`config.mk`:
```
export PLATFORM = sky130hd
export DESIGN_NAME = rgb_to_hsv_converter
export DESIGN_NICKNAME = d
export VERILOG_FILES = /design/src/rtl/rgbhsv_pkg.sv /design/src/rtl/rgbhsv_front.sv /design/src/rtl/rgbhsv_cell.sv /design/src/rtl/rgb_to_hsv_converter.sv
export VERILOG_INCLUDE_DIRS = /design/src /design/src/rtl
export SDC_FILE = /design/constraint.sdc
export NUM_CORES = 2
export LEC_CHECK = 0
export BUFFER_PORTS_ARGS = -buffer_cell sky130_fd_sc_hd__buf_4
export CAP_MARGIN = 20
export CORE_ASPECT_RATIO = 1.4
export CORE_MARGIN = 2
export CORE_UTILIZATION = 65
export CTS_BUF_LIST = sky130_fd_sc_hd__clkbuf_4 sky130_fd_sc_hd__clkbuf_8
export DETAILED_ROUTE_END_ITERATION = 10
export HOLD_SLACK_MARGIN = 0.12
export PLACE_DENSITY_LB_ADDON = 0.05
export SETUP_SLACK_MARGIN = 0.4
export SLEW_MARGIN = 30
export SYNTH_ARGS = -nofsm -noshare
export SYNTH_HDL_FRONTEND = slang
export SYNTH_SLANG_ARGS = --single-unit
```
`constraint.sdc`:
```
create_clock -name clk -period 35.4 [get_ports clk]
set_clock_uncertainty 0.15 [all_clocks]
set_input_delay 1.77 -clock clk [delete_from_list [all_inputs] [get_ports clk]]
set_output_delay 1.77 -clock clk [all_outputs]
set_load 0.01 [all_outputs]
```
`src/rtl/rgb_to_hsv_converter_assert.svh`:
```
`ifndef RGB_TO_HSV_CONVERTER_ASSERT_SVH
`define RGB_TO_HSV_CONVERTER_ASSERT_SVH

// Assertion helpers for the converter. Both expect clk and rst_n in scope.

// The consequent must hold in the same cycle as the antecedent.
`define RHC_ASSERT_IMP(lbl, ante, cons) \
  lbl: assert property (@(posedge clk) disable iff (!rst_n) (ante) |-> (cons)) \
    else $error("converter assertion failed");

// The consequent must hold in the cycle after the antecedent.
`define RHC_ASSERT_NEXT(lbl, ante, cons) \
  lbl: assert property (@(posedge clk) disable iff (!rst_n) (ante) |=> (cons)) \
    else $error("converter assertion failed");

`endif

```
`src/rtl/rgbhsv_pkg.sv`:
```
package rgbhsv_pkg;

  localparam int COMPONENT_BITS = 8;
  localparam int HUE_BITS       = 16;
  localparam int SAT_BITS       = 16;

  // Both quotients are resolved to the same number of fraction bits, one more
  // than the wider result needs for round half up.
  localparam int FRAC_BITS = ((HUE_BITS > SAT_BITS) ? HUE_BITS : SAT_BITS) + 1;
  localparam int QUOT_BITS = FRAC_BITS + 1;

  // Saturation divides by max, hue divides by six times delta.
  localparam int SAT_DW = COMPONENT_BITS;
  localparam int HUE_DW = COMPONENT_BITS + 3;

  typedef struct packed {
    logic [COMPONENT_BITS-1:0] red;
    logic [COMPONENT_BITS-1:0] green;
    logic [COMPONENT_BITS-1:0] blue;
  } pixel_t;

  typedef struct packed {
    logic [HUE_BITS-1:0]       hue;
    logic                      hue_valid;
    logic [SAT_BITS-1:0]       saturation;
    logic [COMPONENT_BITS-1:0] brightness;
  } hsv_t;

  typedef struct packed {
    logic [SAT_DW-1:0]    rem;
    logic [SAT_DW-1:0]    dvsr;
    logic [QUOT_BITS-1:0] quot;
  } sat_lane_t;

  typedef struct packed {
    logic [HUE_DW-1:0]    rem;
    logic [HUE_DW-1:0]    dvsr;
    logic [QUOT_BITS-1:0] quot;
  } hue_lane_t;

  typedef struct packed {
    logic                      vld;
    sat_lane_t                 sat;
    hue_lane_t                 hue;
    logic                      hue_valid;
    logic                      black;
    logic [COMPONENT_BITS-1:0] brightness;
  } stage_t;

endpackage

```
`src/rtl/rgbhsv_front.sv`:
```
module rgbhsv_front
  import rgbhsv_pkg::*;
(
  input  logic   clk,
  input  logic   rst_n,
  input  logic   en,
  input  logic   pix_vld,
  input  pixel_t pix,
  output stage_t st_out
);

  logic [COMPONENT_BITS-1:0] mx, mn, delta;
  logic [HUE_DW-1:0]         six, num;
  logic [HUE_DW-1:0]         r_w, g_w, b_w, d_w;
  stage_t                    st_nxt, st_r;

  always_comb begin
    mx = pix.red;
    mn = pix.red;
    if (pix.green > mx) mx = pix.green;
    if (pix.blue > mx) mx = pix.blue;
    if (pix.green < mn) mn = pix.green;
    if (pix.blue < mn) mn = pix.blue;
    delta = mx - mn;

    r_w = HUE_DW'(pix.red);
    g_w = HUE_DW'(pix.green);
    b_w = HUE_DW'(pix.blue);
    d_w = HUE_DW'(delta);
    six = (d_w << 2) + (d_w << 1);

    // Sector numerator in units of a sixth of a turn times delta, kept
    // in the range zero up to six times delta.
    if (pix.red == mx) begin
      if (pix.green >= pix.blue) begin
        num = g_w - b_w;
      end else begin
        num = six - (b_w - g_w);
      end
    end else if (pix.green == mx) begin
      num = ((d_w << 1) + b_w) - r_w;
    end else begin
      num = ((d_w << 2) + r_w) - g_w;
    end

    st_nxt            = '0;
    st_nxt.vld        = pix_vld;
    st_nxt.hue_valid  = (delta != '0);
    st_nxt.black      = (mx == '0);
    st_nxt.brightness = mx;

    // Integer quotient bit; delta never exceeds max and num stays below six times delta.
    st_nxt.sat.dvsr = mx;
    if (delta == mx) begin
      st_nxt.sat.rem  = '0;
      st_nxt.sat.quot = QUOT_BITS'(1);
    end else begin
      st_nxt.sat.rem  = delta;
      st_nxt.sat.quot = '0;
    end
    st_nxt.hue.dvsr = six;
    st_nxt.hue.rem  = num;
    st_nxt.hue.quot = '0;
  end

  always_ff @(posedge clk) begin
    if (!rst_n) begin
      st_r.vld <= 1'b0;
    end else if (en) begin
      st_r <= st_nxt;
    end
  end

  assign st_out = st_r;

endmodule

```
`src/rtl/rgbhsv_cell.sv`:
```
module rgbhsv_cell
  import rgbhsv_pkg::*;
(
  input  logic   clk,
  input  logic   rst_n,
  input  logic   en,
  input  stage_t st_in,
  output stage_t st_out
);

  logic [SAT_DW:0] sat_sh;
  logic [HUE_DW:0] hue_sh;
  logic            sat_ge, hue_ge;
  stage_t          st_nxt, st_r;

  // One restoring step for each quotient: double the remainder, subtract
  // the divisor when it fits, and shift the outcome in as the next bit.
  always_comb begin
    st_nxt = st_in;

    sat_sh = {st_in.sat.rem, 1'b0};
    sat_ge = (sat_sh >= {1'b0, st_in.sat.dvsr});
    if (sat_ge) begin
      st_nxt.sat.rem = SAT_DW'(sat_sh - {1'b0, st_in.sat.dvsr});
    end else begin
      st_nxt.sat.rem = sat_sh[SAT_DW-1:0];
    end
    st_nxt.sat.quot = {st_in.sat.quot[QUOT_BITS-2:0], sat_ge};

    hue_sh = {st_in.hue.rem, 1'b0};
    hue_ge = (hue_sh >= {1'b0, st_in.hue.dvsr});
    if (hue_ge) begin
      st_nxt.hue.rem = HUE_DW'(hue_sh - {1'b0, st_in.hue.dvsr});
    end else begin
      st_nxt.hue.rem = hue_sh[HUE_DW-1:0];
    end
    st_nxt.hue.quot = {st_in.hue.quot[QUOT_BITS-2:0], hue_ge};
  end

  always_ff @(posedge clk) begin
    if (!rst_n) begin
      st_r.vld <= 1'b0;
    end else if (en) begin
      st_r <= st_nxt;
    end
  end

  assign st_out = st_r;

endmodule

```
`src/rtl/rgb_to_hsv_converter.sv`:
```
// RGB to HSV converter. One pixel is accepted every clock cycle while the
// output is not stalled. The accepting edge loads max, min, delta and the
// hue sector numerator into the front register, a chain of 17 divider cells
// then resolves one quotient bit per cycle for saturation and hue side by
// side, and a final register rounds and delivers the result.
// While a result waits with out_ready low the whole chain holds, so in_ready
// follows the output register.
`include "rgb_to_hsv_converter_assert.svh"

module rgb_to_hsv_converter
  import rgbhsv_pkg::*;
(
  input  logic   clk,
  input  logic   rst_n,
  input  logic   in_valid,
  output logic   in_ready,
  input  pixel_t in_data,
  output logic   out_valid,
  input  logic   out_ready,
  output hsv_t   out_data
);

  logic                  en;
  stage_t                chain [0:FRAC_BITS];
  stage_t                last;
  logic [SAT_BITS+1:0]   sat_sum;
  logic [HUE_BITS+1:0]   hue_sum;
  hsv_t                  res_nxt;
  hsv_t                  out_data_r;
  logic                  out_valid_r;

  assign en       = !out_valid_r || out_ready;
  assign in_ready = en;

  rgbhsv_front u_front (
    .clk    (clk),
    .rst_n  (rst_n),
    .en     (en),
    .pix_vld(in_valid),
    .pix    (in_data),
    .st_out (chain[0])
  );

  for (genvar i = 0; i < FRAC_BITS; i++) begin : g_cell
    rgbhsv_cell u_cell (
      .clk   (clk),
      .rst_n (rst_n),
      .en    (en),
      .st_in (chain[i]),
      .st_out(chain[i+1])
    );
  end

  assign last = chain[FRAC_BITS];

  // Add one at the first unused quotient bit and drop it: round half up.
  always_comb begin
    sat_sum = last.sat.quot[QUOT_BITS-1 -: SAT_BITS+2] + (SAT_BITS+2)'(1);
    hue_sum = last.hue.quot[QUOT_BITS-1 -: HUE_BITS+2] + (HUE_BITS+2)'(1);

    res_nxt            = '0;
    res_nxt.brightness = last.brightness;
    res_nxt.hue_valid  = last.hue_valid;
    if (last.black) begin
      res_nxt.saturation = '0;
    end else if (sat_sum[SAT_BITS+1]) begin
      res_nxt.saturation = '1;
    end else begin
      res_nxt.saturation = sat_sum[SAT_BITS:1];
    end
    // A hue that rounds up to a full turn wraps to zero here.
    if (last.hue_valid) begin
      res_nxt.hue = hue_sum[HUE_BITS:1];
    end else begin
      res_nxt.hue = '0;
    end
  end

  always_ff @(posedge clk) begin
    if (!rst_n) begin
      out_valid_r <= 1'b0;
    end else if (en) begin
      out_valid_r <= last.vld;
      out_data_r  <= res_nxt;
    end
  end

  assign out_valid = out_valid_r;
  assign out_data  = out_data_r;

  `RHC_ASSERT_NEXT(a_front_load, in_valid && in_ready, chain[0].vld)
  `RHC_ASSERT_IMP(a_gray_hue, out_valid && !out_data.hue_valid, out_data.hue == '0)
  `RHC_ASSERT_IMP(a_black_sat, out_valid && (out_data.brightness == '0), out_data.saturation == '0)
  `RHC_ASSERT_IMP(a_no_stall, !out_valid || out_ready, in_ready)

endmodule
```
==> impl_metrics.toml <==
[synth]
synth.distinct_cells = 69
synth_area_per_cell_um2 = 12.5
synth_ff_type = "edfxtp_1"
synth_top_area_cell = "edfxtp_1"
synth_edf_count = 1022
synthesis.nets = 4591
ys_seq_elements = 1041
synthTopCellsByArea = "edfxtp_1, ha_1, inv_1, o21ai_0, xnor2_1"
yosysWarnings = 0
async_reset_ff_share_pct = 0
yosysSeqAreaShare_pct = 60.5
synth_top_area_share_pct = 59.7
synth_area_um2 = 51400
synthCells = 4117

[power_and_ir_drop]
p_switching_mw = 1.75
power.density_nw_per_um2 = 87.3
intPower_mw = 3.16
seq_power_share_pct = 38.9
leakage_nw = 23.3
swShare_pct = 35.6
combPwrFrac_pct = 41.6
ir_worst_vdd_mv = 0.0591
clockPowerShare_pct = 19.5

[grt]
grt_pass1_wl_um = 148000
grt_usage_pct = 22.8
grt_max_degree = 174
antenna_found_initial = 1
grt_pass1_vias = 31200
overflow = 0

[floorplanning]
core_um2 = 78600
ioPinCount = 71
start_util_pct = 65.4
die_w_um = 242
die_y_um = 337
die_area_um2 = 81400
rows = 122

[timing]
hold_viol_final = 0
rsz0062_at_grt = "no"
finalSetupViolCount = 0
fin_crit_sh_pct = 29.1
relSlewSlack_pct = 37.0
tns_ps = 0
worst-slew-pin-transition_ps = 943
fmax_ghz = 0.0971
min_period_ps = 10300
drv_slew = 0

[drt]
vias = 30200
wl_per_cell_um = 16.7
drc = 0
drtIter0Drc = 1415
drt_first_pass_iters = 6
ant_nets = 0
wl_um = 91500
vias_per_cell = 5.51

[cts]
htreeDepth = 4
hold_buffers = 0
cts_made_buffers = 152
clk_pin_slew_ps = 60
post_cts_resized = 0
cts_setup_buffers = 0
cts_tree = "built"
cts.sinks = 1041
cts_max_path_buffers = 3
clk_latency_ps = 830
root_buffer = "clkbuf_8"

[final_layout]
final_cell_mix = "edfxtp_1, inv_1, ha_1, o21ai_0, nand2_1"
final_nets = 4774
final_cells = 5477
drive_gt1_share_pct = 8.77
area_growth_pct = 9.62
final_util_pct = 71.7
final_common_cell = "edfxtp_1"

[outcome]
run_status = "finished clean"

[critical_path]
cpPeakStageDelay_ps = 610
required_ps = 35780
critical_path_arrival_ps = 10680
rrSetupSlack_ps = 30320
cp-start-kind = "primary input"
critPathMaxFanout = 12
endpoint_kind = "flop"
worst_path_max_delay_cell = "o21ai_1"
crit_type = "in -> reg"

[place]
post-dp-hpwl_um = 66200
io_buffers = 70
routabilityCongestion = 0.901
dp.cells = 5199

[hold_path]
hp-class = "reg -> reg"

[run]
maxCapViolCount = 0
per-stage QoR:
stage	setup WS (ps)	total power, mW	instance area [µm²]	hold slack, ps
3_5_place_dp	24360	3.97	53200	255
5_1_grt	24490	5.28	56300	247
3_3_place_gp	24120	3.92	53200	250
4_1_cts	25220	4.95	56300	246
6_report	25100	4.92	56300	246
2_1_floorplan	8540	3.52	51400	250
state kept, by name (all words and copies together), names as in the netlist:
| register | flops |
|---|---|
| g_cell.u_cell.st_out | 958 |
| out_valid | 1 |
| out_data | 41 |
| u_front.st_out | 41 |
synthesized netlist by cell type (all sizes together) (21+ instances only):
master	n
edfxtp	1022
inv	553
ha	400
o21ai	301
nand2	293
a21oi	221
nor2	212
xnor2	158
a21o	119
xor2	78
nor2b	73
and2	70
nand2b	69
clkbuf	57
nand4	56
o31ai	54
nand3	48
fa	46
or4	27
a21boi	25
mux2	23
a221oi	22
o211a	21
cell type report:
class	count	area (µm²)
clock buffer	212	2560
multi-input combinational	2463	18100
fill	5401	22300
inverter	553	2080
timing repair buffer	89	732
antenna	1	2.50
tap	1054	1320
sequential	1041	31100
clock inverter	64	504
per-layer routing:
metal  up-vias  track usage, %  routed length (µm)  part of all wire, %
met2       504            46.2               52400                   57
met3       242            3.71                2770                  3.0
met1     14400            22.2               32600                   36
met4         0            10.7                3670                  4.0
li1      15000               -                   -                    -
met5         -               0                   0                    0
logic make-up after synthesis:
group,count (synthesis),synth area share [%]
mux,41,0.879
flops,1041,60.5
xor+xnor,237,4.08
buf+inv,613,4.48
simple gates,897,8.49
compound gates,840,10.0
fa+ha+maj,448,11.6
path summary, 6_finish.rpt:
kind | from | endpoint | cells after the start
max | in_data[9] | u_front.st_out[49]$_DFFE_PP_ | 38
min reg2reg | g_cell[8].u_cell.st_out[53]$_DFFE_PP_ | g_cell[9].u_cell.st_out[54]$_DFFE_PP_ | 0
min | g_cell[8].u_cell.st_out[53]$_DFFE_PP_ | g_cell[9].u_cell.st_out[54]$_DFFE_PP_ | 0
max reg2reg | out_valid$_SDFFE_PN0N_ | u_front.st_out[80]$_SDFFCE_PP0P_ | 9
power by group through the flow:
| stage | Clock [mW] | Sequential [mW] | Combinational, mW |
|---|---|---|---|
| finish | 0.957 | 1.91 | 2.05 |
| global route | 1.03 | 1.94 | 2.30 |
| CTS | 0.982 | 1.92 | 2.05 |
| detailed placement | 0 | 1.94 | 2.03 |
| global placement | 0 | 1.93 | 1.99 |
| floorplan | 0 | 1.93 | 1.59 |
critical path: cells and delay by family:
family	cells	cell delay (ps)
xor+xnor	1	110
simple gates	6	1310
buf+inv	4	730
fa+ha+maj	5	1680
compound gates	22	5050
(Power assumes the default switching activity.)
